## config.mk

```make
export PLATFORM = sky130hd
export DESIGN_NAME = cbs_front
export DESIGN_NICKNAME = d
export VERILOG_FILES = /design/src/rtl/cbs_pkg.sv /design/src/rtl/cbs_front.sv
export SDC_FILE = /design/constraint.sdc
export NUM_CORES = 1
export LEC_CHECK = 0
export BUFFER_PORTS_ARGS = -buffer_cell sky130_fd_sc_hd__buf_4
export CORE_AREA = 8 8 292 294
export DETAILED_ROUTE_END_ITERATION = 16
export DIE_AREA = 0 0 300 302
export PLACE_DENSITY = 0.57
export SETUP_SLACK_MARGIN = 0.4
export SYNTH_ARGS = -nofsm -noshare
export SYNTH_HDL_FRONTEND = slang
export SYNTH_SLANG_ARGS = --single-unit
```

## constraint.sdc

```tcl
create_clock -name clk -period 12.8 [get_ports clk]
set_input_delay 0.64 -clock clk [delete_from_list [all_inputs] [get_ports clk]]
set_output_delay 0.64 -clock clk [all_outputs]
set_load 0.02 [all_outputs]
```

## src/rtl/cbs_pkg.sv

```systemverilog
// Shared types, constants and arithmetic helpers for the cubic Bezier sampler.
// Used by cbs_front, cbs_sampler, cbs_eval and the top level. No dependencies.
`default_nettype none

package cbs_pkg;

  localparam int FRAC_BITS   = 16;
  localparam int MAX_SAMPLES = 64;
  localparam int COORD_W     = 32;
  localparam int NUM_CTRL    = 12;
  localparam int NUM_AXES    = 3;
  localparam int STEP_W      = 17;
  localparam int T_W         = FRAC_BITS + 1;
  localparam int DIFF_W      = COORD_W + 1;
  localparam int PROD_W      = DIFF_W + T_W + 1;
  localparam int CNT_W       = (MAX_SAMPLES > 2) ? $clog2(MAX_SAMPLES) : 1;
  localparam int FIFO_DEPTH  = 2;
  localparam int PTR_W       = $clog2(FIFO_DEPTH);

  localparam logic [STEP_W-1:0] STEP_RESET = STEP_W'(4096);
  localparam logic signed [PROD_W-1:0] HALF_P = PROD_W'(1) << (FRAC_BITS - 1);

  typedef logic [COORD_W-1:0] coord_t;
  // Element i holds field i: start_x, start_y, start_z, pull1_x, ... finish_z.
  typedef coord_t [NUM_CTRL-1:0] seg_t;
  typedef logic signed [PROD_W-1:0] prod_t;

  // One sample issued by the sequencer into the evaluation pipeline.
  typedef struct packed {
    logic           vld;
    logic           last;
    logic [T_W-1:0] t;
  } smp_t;

  // Rescale a Q1.16 step to FRAC_BITS fraction bits, truncating when narrower.
  function automatic logic [T_W-1:0] scale_step(input logic [STEP_W-1:0] s);
    logic [STEP_W+FRAC_BITS-1:0] wide;
    wide = (STEP_W + FRAC_BITS)'(s) << FRAC_BITS;
    return T_W'(wide >> 16);
  endfunction

  // First half of a linear interpolation: (b - a) * u at full precision.
  function automatic prod_t lerp_mul(input coord_t a, input coord_t b,
                                     input logic [T_W-1:0] u);
    logic signed [DIFF_W-1:0] d;
    logic signed [T_W:0]      us;
    prod_t                    pr;
    d  = $signed({b[COORD_W-1], b}) - $signed({a[COORD_W-1], a});
    us = $signed({1'b0, u});
    pr = d * us;
    return pr;
  endfunction

  // Second half: round half up, floor shift, add the base. The result always
  // lies between the two operands, so the 32-bit wrap is exact.
  function automatic coord_t lerp_add(input coord_t a, input prod_t p);
    prod_t r;
    r = (p + HALF_P) >>> FRAC_BITS;
    return a + r[COORD_W-1:0];
  endfunction

endpackage

`default_nettype wire

```

## src/rtl/cbs_front.sv

```systemverilog
// Input side of the sampler: takes segment transactions into a short queue.
// Depends on cbs_pkg.
`default_nettype none

module cbs_front (
  input  wire logic           clk,
  input  wire logic           rst_n,
  input  wire logic           in_valid,
  output logic                in_ready,
  input  wire cbs_pkg::seg_t  in_seg,
  output logic                q_valid,
  output cbs_pkg::seg_t       q_seg,
  input  wire logic           q_pop
);

  cbs_pkg::seg_t mem_r [cbs_pkg::FIFO_DEPTH];
  logic [cbs_pkg::PTR_W-1:0] wr_ptr_r, rd_ptr_r;
  logic [cbs_pkg::PTR_W:0]   cnt_r, cnt_nxt;
  logic push;
  logic pop;

  assign in_ready = (cnt_r != (cbs_pkg::PTR_W + 1)'(cbs_pkg::FIFO_DEPTH));
  assign q_valid  = (cnt_r != '0);
  assign q_seg    = mem_r[rd_ptr_r];
  assign push     = in_valid && in_ready;
  assign pop      = q_pop && q_valid;

  always_comb begin
    cnt_nxt = cnt_r;
    if (push && !pop) begin
      cnt_nxt = cnt_r + 1'b1;
    end else if (pop && !push) begin
      cnt_nxt = cnt_r - 1'b1;
    end
  end

  always_ff @(posedge clk) begin
    if (!rst_n) begin
      wr_ptr_r <= '0;
      rd_ptr_r <= '0;
      cnt_r    <= '0;
    end else begin
      cnt_r <= cnt_nxt;
      if (push) begin
        wr_ptr_r <= wr_ptr_r + 1'b1;
      end
      if (pop) begin
        rd_ptr_r <= rd_ptr_r + 1'b1;
      end
    end
  end

  always_ff @(posedge clk) begin
    if (push) begin
      mem_r[wr_ptr_r] <= in_seg;
    end
  end

endmodule

`default_nettype wire

```

# After elaboration in Yosys (flattened, before gate mapping)
# Memories as Yosys holds them, arrays and structs flattened. A register that Yosys moved wholly into a read port is not among the register bits.
# Index checks and enable logic that the tools add are counted.
# Widths: inputs -> output; s select.
word_totals:
  reg_bits: 4
  latch_bits: 0
  ramBits: 768
  romBits: 0
  n_memories: 1
mem_list:
  columns: ["name", "words", "width", "read_ports", "rd_ports_with_merged_regs", "write_ports", "line_no", "source"]
  rows:
  - ["mem_r", 2, 384, 1, 1, 1, "cbs_front.sv:16", "cbs_pkg::seg_t mem_r [cbs_pkg::FIFO_DEPTH];"]
classes:
  n_addsub: 4
  mul: 0
  div: 0
  n_lt_le_gt_ge: 0
  n_eq_ne: 1
  n_shift: 0
  mux: 6
  bitwise: 0
  n_reduce_logical: 8
op_table:
  columns: ["cell", "count"]
  rows:
  - ["$logic_and 1x1->1", 4]
  - ["$mux 1", 4]
  - ["$mux 2", 2]
  - ["$reduce_bool 2->1", 2]
  - ["$add 1x1->1 const B", 2]
  - ["$add 2x1->2 const B", 1]
  - ["$logic_not 1->1", 2]
  - ["$ne 2x2->1 const B", 1]
  - ["$sub 2x1->2 const B", 1]

# Depth between registers and ports, before layout
depth:
  ltp_word: 6
  depth_mapped: 6

# Least setup slack after synthesis
# OpenSTA, ideal clock, no wires.
synth_path:
  kind: "input-to-reg"
  startpoint: "input in_valid"
  endpoint: "memory mem_r[1][0] (netlist name), enable pin"
  setup_time_ns: 0.799
  arrival_ns: 9.405
  required_time_ns: 12.001
  slack_ns: 2.596
  stages: 1
  path_buffers: 0
  path_cell_list: "and3_1"
synth_between:
  elab_chain_cells: 3
synth_lines:
  columns: ["element", "line_no", "source"]
  rows:
  - ["from (decl)", "cbs_front.sv:8", "input wire logic in_valid,"]
  - ["$logic_and 1x1->1", "cbs_front.sv:25", "assign push = in_valid && in_ready;"]
  - ["$mux 1", "cbs_front.sv:54", "if (push) begin"]
  - ["$mux 1 (implied by the code)", "cbs_front.sv:55", "mem_r[wr_ptr_r] <= in_seg;"]
  - ["to (decl)", "cbs_front.sv:16", null]
# Every way passes these cells.

==> metrics.csv <==
stage,metric,value,unit
outcome,status,finished clean,
timing,min cycle time layout,4.695,ns
floorplan,Die Height,302,µm
drt,final WL,75.40,mm
setup_path,Worst Reg2Reg Path Length in Cells,5,
finish,fill count,6853,
job,maximum capacitance violations,0,
yosys,Post-Syn Instances,1219,
drt,Detailed Routing Iterations Pass 1,4,
grt,global-route wire length before repair,105.4,mm
yosys,"Cell Area, Synth",29510,µm²
setup_path,crit path kind,reg -> out,
clock_network,clock-pin transition on the worst setup and hold timing paths,0.06,ns
yosys,syn nets,1608,
drt,initial DRC count,898,
setup_path,crit path max fanout,55,
finish,nets,2436,
timing,Peak Freq,213.0,MHz
place,Post-DP HPWL,54.17,mm
setup_path,flop2flop setup slack,8.97,ns
finish,Reg area,23170,µm²
floorplan,Cell Rows,105,
setup_path,CP required,12.16,ns
yosys,Post-synth EDFFs,768,
yosys,Syn Area/Cell,24.21,µm²
clock_network,post-cts hold buffer count,0,
drt,drt drc,0,
clock_network,clock buffer depth,3,
timing,final setup vio count,0,
worst_hold_path,worst hold path depth,1,
drt,ANT nets after route,0,
yosys,Yosys cell types,23,
floorplan,Die Footprint,90600,µm²
clock_network,CTS buffer count,83,
grt,total grt overflow,0,
clock_network,clk_lat worst skew,0.62,ns
grt,initial antenna violation count,15,
yosys,cell taking the most area after synthesis,edfxtp_1,
clock_network,Post-CTS Setup Bufs,0,
timing,Tcrit/Tclk final,36.68,%
floorplan,initial core utilization,36.47,%
yosys,Area contributors post-synth,"edfxtp_1, mux2_4, buf_6, mux2_2, buf_8",
yosys,"Async S/R FF share, synth",0,%
finish,share of cells above drive strength 1,61.01,%
grt,largest net degree at the start of global routing,182,
timing,unrepaired setup endpoints after global routing,false,
finish,area of the multi-input gates,5819,µm²
clock_network,CTS tree,yes,
timing,"Hold Vio Cnt, Final",0,
setup_path,"Slowest-stage cell, CP",dfxtp_4,
clock_network,Sink Count,773,
setup_path,CP Capture Type,output port,
clock_network,post-CTS sizing,0,
floorplan,core area,80930,µm²
drt,vias per cell,4.548,
setup_path,CP peak stage delay,1.02,ns
floorplan,number of I/O pins,774,
setup_path,cell breakdown of the critical path,buf_4 -> buf_4 -> mux2_4 -> buf_4,
place,buffers added on ports,773,
pwr,Max VDD drop,0.1550,mV
floorplan,Die W,300,µm
setup_path,CP arrival,4.06,ns
timing,TNS Setup,0,ns
setup_path,startpoint type of the worst setup path,register,
drt,WL/cell,23.64,µm
yosys,"Warnings, synthesis",0,
worst_hold_path,Hold Path Class,in -> reg,
yosys,dominant synthesized flop cell,edfxtp_1,
finish,P&R area growth vs syn,31.80,%
timing,Worst-Margin Slew,1.377,ns
timing,Rel. slew slack,8.187,%
place,Place WS,8.593,ns
clock_network,clk root buf,clkbuf_16,
timing,clock skew,0.02681,ns
grt,All-Layer GR Usage,15.79,%
clock_network,# H-tree levels,3,
place,RePlAce Congestion,0.7690,
yosys,flop and latch count out of synthesis,773,
grt,number of global-route vias before repair,15580,
timing,fin. max-slew vios,0,
pwr,Static Leakage,14.99,nW
yosys,Yosys top cell area share,78.15,%
drt,via count,14500,
yosys,sequential-to-total area share from yosys stat,78.49,%
pwr,pwr/cell area,207.6,nW/µm²
timing,final setup margin,8.105,ns
setup_path,"Top cell by count, worst path",buf_4,
==> registers in the layout, summed over array words and instances, names as in the netlist, named ones only <==
register / count
rd_ptr_r: 1
cnt_r: 2
mem_r: 768
wr_ptr_r: 1
==> kinds of logic after synthesis <==
group	after synthesis	synth area share, %
simple gates	9	0.2205
buf+inv	44	1.810
xor+xnor	3	0.08905
mux	384	19.23
compound gates	5	0.1187
flops	773	78.49
fa+ha+maj	1	0.04239
==> cell usage after synthesis, types with 2 or more instances <==
cell type and number:
edfxtp_1 768, mux2_4 360, buf_6 28, mux2_2 24
buf_8 11, dfxtp_1 5, and2_1 4, buf_12 2
buf_2 2, xnor2_1 2
==> power by group <==
part	switching [mW]	internal, mW
clock	0.949	1.34
combinational	1.31	1.20
sequential	0.107	3.17
total	2.37	5.70
==> through the flow <==
stage	cells	hold slack (ns)	cell area [µm²]	total power, mW	util, %
after floorplan	1219	0.5124	29510	5.069	-
after global placement	3032	0.5316	36260	5.865	44.81
final	3189	0.2060	38900	8.075	48.06
after detailed placement	3032	0.5577	36260	5.886	44.81
after CTS	3181	0.1478	38880	8.206	48.04
after global routing	3186	0.1508	38890	8.404	48.05
==> placed cells by master (no fill, tap or decap), types with 4 or more instances in the layout <==
master     Yosys  layout
clkinv_8       0       4
and2_1         4       4
edfxtp_1     768     768
clkbuf_1       0      14
mux2_4       360     360
clkbuf_16      0      85
clkinv_1       0      23
mux2_2        24      24
diode_2        0       8
buf_4          0     784
clkinv_2       0      11
bufinv_16      0       6
dfxtp_1        5       4
==> worst paths after layout <==
| path | from | end |
|---|---|---|
| worst min register to register | cnt_r[1] | cnt_r[1] |
| worst min-delay path | in_seg[79] | mem_r[1][79] |
| worst max-delay path | register | q_seg[192] |
| worst max register to register | cnt_r[0] | mem_r[0][146] |
==> layer usage <==
metal / up-vias / wire length (µm) / global-route usage (%)
li1: 6545 / - / -
met1: 7260 / 26020 / 16.30
met2: 560 / 39150 / 27.92
met3: 128 / 7797 / 7.475
met4: 10 / 2367 / 5.570
met5: - / 69 / 0
==> cell type report <==
cell class	instances	area share, %
inverter	1	0.02895
timing repair buffer	786	15.23
antenna	8	0.05147
clock buffer	99	5.604
multi-input combinational	402	14.96
sequential	773	59.56
clock inverter	50	1.119
tap	1070	3.442
==> critical path: cells and delay by family (launching register included) <==
family	cells	cell delay (ns)
flip-flops	1	1.02
multiplexers	1	0.36
buffers and inverters	3	1.88
Power figures use the tool's default switching activity.
