--- config.mk ---
export PLATFORM = sky130hd
export DESIGN_NAME = cbs_sampler
export DESIGN_NICKNAME = d
export VERILOG_FILES = /design/src/rtl/cbs_pkg.sv /design/src/rtl/cbs_sampler.sv
export SDC_FILE = /design/constraint.sdc
export NUM_CORES = 1
export LEC_CHECK = 0
export ABC_CLOCK_PERIOD_IN_PS = 18900
export BUFFER_PORTS_ARGS = -buffer_cell sky130_fd_sc_hd__buf_4
export CAP_MARGIN = 20
export CORE_AREA = 2 2 314 316
export CTS_CLUSTER_SIZE = 20
export DETAILED_ROUTE_END_ITERATION = 8
export DIE_AREA = 0 0 316 318
export GPL_TIMING_DRIVEN = 0
export PLACE_DENSITY = 0.31
export SYNTH_ARGS = -nofsm -noshare
export SYNTH_HDL_FRONTEND = slang
export SYNTH_SLANG_ARGS = --single-unit
--- constraint.sdc ---
create_clock -name clk -period 18.9 [get_ports clk]
set_input_delay 0 -clock clk [delete_from_list [all_inputs] [get_ports clk]]
set_output_delay 0 -clock clk [all_outputs]
set_load 0.02 [all_outputs]
--- src/rtl/cbs_pkg.sv ---
// Shared types, constants and arithmetic helpers for the cubic Bezier sampler.
// Used by cbs_front, cbs_sampler, cbs_eval and the top level. No dependencies.
`default_nettype none

package cbs_pkg;

  localparam int FRAC_BITS   = 16;
  localparam int MAX_SAMPLES = 64;
  localparam int COORD_W     = 32;
  localparam int NUM_CTRL    = 12;
  localparam int NUM_AXES    = 3;
  localparam int STEP_W      = 17;
  localparam int T_W         = FRAC_BITS + 1;
  localparam int DIFF_W      = COORD_W + 1;
  localparam int PROD_W      = DIFF_W + T_W + 1;
  localparam int CNT_W       = (MAX_SAMPLES > 2) ? $clog2(MAX_SAMPLES) : 1;
  localparam int FIFO_DEPTH  = 2;
  localparam int PTR_W       = $clog2(FIFO_DEPTH);

  localparam logic [STEP_W-1:0] STEP_RESET = STEP_W'(4096);
  localparam logic signed [PROD_W-1:0] HALF_P = PROD_W'(1) << (FRAC_BITS - 1);

  typedef logic [COORD_W-1:0] coord_t;
  // Element i holds field i: start_x, start_y, start_z, pull1_x, ... finish_z.
  typedef coord_t [NUM_CTRL-1:0] seg_t;
  typedef logic signed [PROD_W-1:0] prod_t;

  // One sample issued by the sequencer into the evaluation pipeline.
  typedef struct packed {
    logic           vld;
    logic           last;
    logic [T_W-1:0] t;
  } smp_t;

  // Rescale a Q1.16 step to FRAC_BITS fraction bits, truncating when narrower.
  function automatic logic [T_W-1:0] scale_step(input logic [STEP_W-1:0] s);
    logic [STEP_W+FRAC_BITS-1:0] wide;
    wide = (STEP_W + FRAC_BITS)'(s) << FRAC_BITS;
    return T_W'(wide >> 16);
  endfunction

  // First half of a linear interpolation: (b - a) * u at full precision.
  function automatic prod_t lerp_mul(input coord_t a, input coord_t b,
                                     input logic [T_W-1:0] u);
    logic signed [DIFF_W-1:0] d;
    logic signed [T_W:0]      us;
    prod_t                    pr;
    d  = $signed({b[COORD_W-1], b}) - $signed({a[COORD_W-1], a});
    us = $signed({1'b0, u});
    pr = d * us;
    return pr;
  endfunction

  // Second half: round half up, floor shift, add the base. The result always
  // lies between the two operands, so the 32-bit wrap is exact.
  function automatic coord_t lerp_add(input coord_t a, input prod_t p);
    prod_t r;
    r = (p + HALF_P) >>> FRAC_BITS;
    return a + r[COORD_W-1:0];
  endfunction

endpackage

`default_nettype wire

--- src/rtl/cbs_sampler.sv ---
// Sequencer: holds the current segment and issues one parameter value t per
// cycle while the pipeline advances, marking the last sample. Depends on cbs_pkg.
`default_nettype none

module cbs_sampler (
  input  wire logic                         clk,
  input  wire logic                         rst_n,
  input  wire logic [cbs_pkg::STEP_W-1:0]   step,
  input  wire logic                         q_valid,
  input  wire cbs_pkg::seg_t                q_seg,
  output logic                              q_pop,
  input  wire logic                         advance,
  output cbs_pkg::seg_t                     pts,
  output cbs_pkg::smp_t                     smp
);

  localparam logic [cbs_pkg::T_W:0] ONE_T = (cbs_pkg::T_W + 1)'(1) << cbs_pkg::FRAC_BITS;

  cbs_pkg::seg_t pts_r;
  logic                          busy_r;
  logic [cbs_pkg::T_W-1:0]       t_r;
  logic [cbs_pkg::CNT_W-1:0]     cnt_r;
  logic [cbs_pkg::T_W-1:0]       dt;
  logic [cbs_pkg::T_W:0]         t_nxt;
  logic                          last;

  assign dt    = cbs_pkg::scale_step(step);
  assign t_nxt = {1'b0, t_r} + {1'b0, dt};
  assign last  = (t_nxt > ONE_T) ||
                 (cnt_r == cbs_pkg::CNT_W'(cbs_pkg::MAX_SAMPLES - 1));
  assign q_pop = !busy_r;
  assign pts   = pts_r;

  always_comb begin
    smp.vld  = busy_r;
    smp.last = last;
    smp.t    = t_r;
  end

  always_ff @(posedge clk) begin
    if (!rst_n) begin
      busy_r <= 1'b0;
      t_r    <= '0;
      cnt_r  <= '0;
    end else if (!busy_r) begin
      if (q_valid) begin
        busy_r <= 1'b1;
        t_r    <= '0;
        cnt_r  <= '0;
      end
    end else if (advance) begin
      // The stored t never exceeds one, so it fits in T_W bits.
      t_r   <= t_nxt[cbs_pkg::T_W-1:0];
      cnt_r <= cnt_r + 1'b1;
      if (last) begin
        busy_r <= 1'b0;
        t_r    <= '0;
      end
    end
  end

  always_ff @(posedge clk) begin
    if (!busy_r && q_valid) begin
      pts_r <= q_seg;
    end
  end

endmodule

`default_nettype wire

# --- After elaboration in Yosys (flattened, before gate mapping) ---
# Index checks and enable logic that the tools add are counted.
totals:
  register_bits: 408
  input_bits: 405
  word_cells: 36
classes:
  addsub: 2
  n_lt_le_gt_ge: 1
  n_eq_ne: 2
  mux: 11
  n_reduce_logical: 5
op_table:
  columns: ["cell", "n"]
  rows:
  - ["17-bit two-way mux", 4]
  - ["17-bit by 17-bit adder with 18-bit output", 1]
  - ["18-bit by 17-bit > comparator with 1-bit output (second input constant)", 1]
  - ["6-bit two-way mux", 3]
  - ["6-bit by 1-bit adder with 6-bit output (second input constant)", 1]
  - ["6-bit equality test (second input constant)", 1]
  - ["1-bit two-way mux", 4]
  - ["2-bit inequality test (second input constant)", 1]
  - ["2-bit AND reduction", 1]
  - ["2-bit nonzero test", 1]
  - ["1-bit logical AND", 1]
  - ["1-bit zero test", 1]
  - ["1-bit logical OR", 1]

# --- Logic depth before layout (Yosys ltp) ---
depth:
  word_depth: 6
  ltp_mapped: 11

# --- Worst setup path after synthesis ---
# OpenSTA, ideal clock, no wires.
synth_timing:
  path_kind: "flip-flop to flip-flop"
  startpoint: "register busy_r"
  endpoint: "register t_r[10] (netlist name)"
  setup_ns: 0.117
  t_arrival_ns: 9.603
  t_required_ns: 18.783
  slack_ns: 9.180
  path_stages_with_launch: 9
  path_cell_list: "dfxtp_1 -> inv_1 -> nand2_1 -> inv_1 -> nor2_1 -> and2_1 -> buf_1 -> clkbuf_1 -> a32o_1"
synth_via:
  elab_chain_len: 2
synth_rtl:
  columns: ["element", "line", "rtl"]
  rows:
  - ["start: declaration", "cbs_sampler.sv:20", "logic busy_r;"]
  - ["start signal: assignment", "cbs_sampler.sv:42", "busy_r <= 1'b0;"]
  - ["start signal: assignment", "cbs_sampler.sv:47", "busy_r <= 1'b1;"]
  - ["start signal: assignment", "cbs_sampler.sv:56", "busy_r <= 1'b0;"]
  - ["2-bit inequality test (no source line) / 2-bit nonzero test (equally long branches)", null, null]
  - ["2-bit AND reduction (no source line)", null, null]
  - ["end signal: assignment", "cbs_sampler.sv:53", "t_r <= t_nxt[cbs_pkg::T_W-1:0];"]
  - ["end: declaration", "cbs_sampler.sv:21", "logic [cbs_pkg::T_W-1:0] t_r;"]
# Parallel ways exist; a longest one is shown, timed or not.
# A chain may end at the register's enable or synchronous reset.

# --- Worst setup path after layout ---
layout_timing:
  startpoint: "register t_r[0] (netlist name)"
  endpoint: "output port smp[17] (netlist name)"
layout_via:
  elab_chain_len: 3
layout_rtl:
  columns: ["element", "line", "rtl"]
  rows:
  - ["17-bit by 17-bit adder with 18-bit output", "cbs_sampler.sv:28", "assign t_nxt = {1'b0, t_r} + {1'b0, dt};"]
  - ["18-bit by 17-bit > comparator with 1-bit output", "cbs_sampler.sv:29", "assign last = (t_nxt > ONE_T) ||"]
  - ["1-bit logical OR", "cbs_sampler.sv:29", null]
  - ["end: declaration", "cbs_sampler.sv:14", "output cbs_pkg::smp_t smp"]
# Every way passes these cells.

==> metrics <==
layout cell share with drive strength beyond 1=0.481; DRT iter0 DRCs=about 500; Post-synth ARST share=0; CP Depth=12; area grow syn2layout=101%; sequential element share of the synthesized area=0.900; chip height=318 um; synthesized instance count=between 500 and 600; Yosys warning count=0; GR Util met2=0.198; Pwr Total=2.50 mW; CP delay by family, top=compound AO/OA/AOI/OAI gates; met3 GRT Util=0.0430; postcts setup bufs=0; worst reg2reg path depth=10; vias in the first global route=around 11000; Synth top area share=0.864; Nets=~2300; setup TNS=0 ps; pwr/cell area=about 93 nW/um^2; Hold WC Path Type=primary input to flip-flop; status=finished, final reports clean; die area=around 100000 sq um; fin crit share=0.217; clk slew on worst S/H paths=~70 ps; H-tree level count=2; top cells by area, synth=edfxtp_1 86%, dfxtp_1 3.6%, ha_1 1.7%, a32o_1 1.2%, xnor2_1 0.59%; met1 GRT Util=0.110; max_cap viols=0; max incr delay on CP=510 ps; Arrival @ worst endpoint=a little over 4000 ps; Setup-failing EPs final=0; max-slew violations=0; Max FO, Critical Path=10; Most Crowded Layer GR=met2; critical path endpoint category=primary output; final antenna-violating net count=0; crit-path most repeated cell=buf_4; crit-path cells=ha_1 -> fa_1 -> a21o_1 -> a221oi_2 -> o211ai_2 -> a21oi_4 -> o21ai_2 -> xnor2_2 -> buf_4 -> o21ai_0 -> buf_4 -> buf_4; # IOs=between 800 and 900; post-DP HPWL=between 40 and 50 mm; RD Place Congestion=about 0.73; Synth Flop Type=edfxtp_1; Max stage delay cell, worst path=a221oi_2; crit start category=flip-flop; VDD IR-drop max=62.7 uV; CTS Buffer Depth=3; Slew HR=0.504; setup slack after layout=between 10000 and 15000 ps; synthesized area per cell=around 23 sq um; core box area=just under 100000 sq um; First-pass DRT Iterations=4; drt via density=roughly 3.3; Placement Setup Slack=about 15000 ps; Site Rows=~120; Post-CTS Hold Buffers=approximately 400; Filler Cell Count=roughly 10000; Total GRT Usage=0.107; IO Port Bufs=~810; flops & latches, synth=a little over 400; WP buf/inv=3; CTS sink count=a little over 400; Remaining DRCs=0; top cell type by total area after synthesis=edfxtp_1; largest net degree at the start of global routing=approximately 130; CTS Root Cell=clkbuf_16; first-pass GRT wire length=77.9 mm; wire length per cell=17.8 um; Worst Max-Slew Pin Slew=~740 ps; worst-skew pair later-pin latency=approximately 620 ps; Post-Synthesis Cell Area=13300 sq um; PostCTS Resize Cnt=0; die width=roughly 320 um; RSZ-0062 raised after global routing=no; post-synth net total=around 1000; leakage=between 10 and 15 nW; Finished Core Util=0.276; type of the worst setup path=flip-flop to primary output; starting density of the core=0.137; number of cells on the worst hold path=2; required time worst endpoint=roughly 19000 ps; FMAX=about 0.24 GHz; TritonCTS clock tree=built; final WL=around 57 mm; footprint of the multi-input gates=1240 sq um; CTS buffer count=53; total area of sequential cells=roughly 12000 sq um; Post-synth EDFFs=384; Synth cell types=55; via count=about 11000; clk_skew=about 17 ps; total grt overflow=0; Period minus WS final=approximately 4100 ps; hold slack=just under 90 ps; antenna violations before repair=11; final hold vios=0
sequential cells by signal, indices dropped and copies added, names as in the netlist:
name	cells
t_r	17
pts	384
cnt_r	6
busy_r	1
layout make-up:
class / instances / share of cell area
Sequential cell: 408 / 0.447
Timing Repair Buffer: 1212 / 0.378
Tap cell: 1287 / 0.0599
Clock buffer: 66 / 0.0531
Multi-Input combinational cell: 155 / 0.0463
Clock inverter: 33 / 0.0121
Buffer: 7 / 0.00209
Inverter: 8 / 0.00140
Antenna cell: 3 / 0.000279
routing by layer:
| metal | part of all wire | vias to the layer above |
|---|---|---|
| met5 | 0.0013 | - |
| li1 | - | 4902 |
| met2 | 0.53 | 438 |
| met1 | 0.35 | 5091 |
| met4 | 0.023 | 12 |
| met3 | 0.094 | 80 |
cell usage in the layout, fill, tap and decap left out, types with 3 or more instances in the layout:
| cell | count |
|---|---|
| and3_1 | 4 |
| a21oi_1 | 12 |
| diode_2 | 3 |
| o21a_1 | 4 |
| a31oi_1 | 3 |
| dfxtp_1 | 24 |
| xor2_1 | 5 |
| clkbuf_16 | 55 |
| inv_1 | 7 |
| xnor2_1 | 9 |
| clkinv_1 | 11 |
| a32o_1 | 16 |
| edfxtp_1 | 384 |
| ha_1 | 18 |
| clkinv_2 | 9 |
| a21o_1 | 5 |
| buf_16 | 3 |
| buf_4 | 811 |
| o21ai_0 | 13 |
| dlygate4sd3_1 | 401 |
| nor2_1 | 11 |
| and2_1 | 3 |
| nand4_1 | 4 |
| nand2_1 | 12 |
| clkbuf_1 | 11 |
| inv_6 | 3 |
| bufinv_16 | 6 |
cell usage after synthesis, types with 5 or more instances:
master / count
edfxtp_1: 384
a32o_1: 16
dfxtp_1: 24
xnor2_1: 9
a21o_1: 5
a21oi_1: 12
nor2_1: 11
o21ai_0: 13
ha_1: 18
inv_1: 8
nand2_1: 12
xor2_1: 5
metrics by stage:
| stage | area [sq um] | cells |
|---|---|---|
| global route | 26900 | 3178 |
| global placement | 21000 | 2673 |
| CTS | 26900 | 3176 |
| finish | 26900 | 3179 |
| detailed placement | 21100 | 2676 |
| floorplan | 13300 | 578 |
path summary, 6_finish.rpt:
| kind | slack [ps] | from | to |
|---|---|---|---|
| worst max-delay path | 14800 | t_r[0] | smp[17] |
| worst min-delay path | 90 | q_seg[67] | pts[67] |
| worst min register to register | 520 | t_r[6] | t_r[6] |
| worst max register to register | 15550 | t_r[0] | busy_r |
cells by family after synthesis:
family / Yosys count / synth area share
flip-flops: 408 / 0.900
AO/OA/AOI/OAI: 76 / 0.0465
AND/OR/NAND/NOR: 44 / 0.0172
adder cells (fa/ha/maj): 19 / 0.0184
XOR/XNOR: 15 / 0.0104
buffers and inverters: 15 / 0.00647
multiplexers: 1 / 0.000750
where the power goes:
group / total [mW] / switching [mW] / internal, mW
logic: 0.387 / 0.195 / 0.192
registers: 1.09 / 0.0211 / 1.07
clock network: 1.03 / 0.411 / 0.616
total: 2.50 / 0.627 / 1.88
Note: power is estimated with default switching activity, not from simulation.
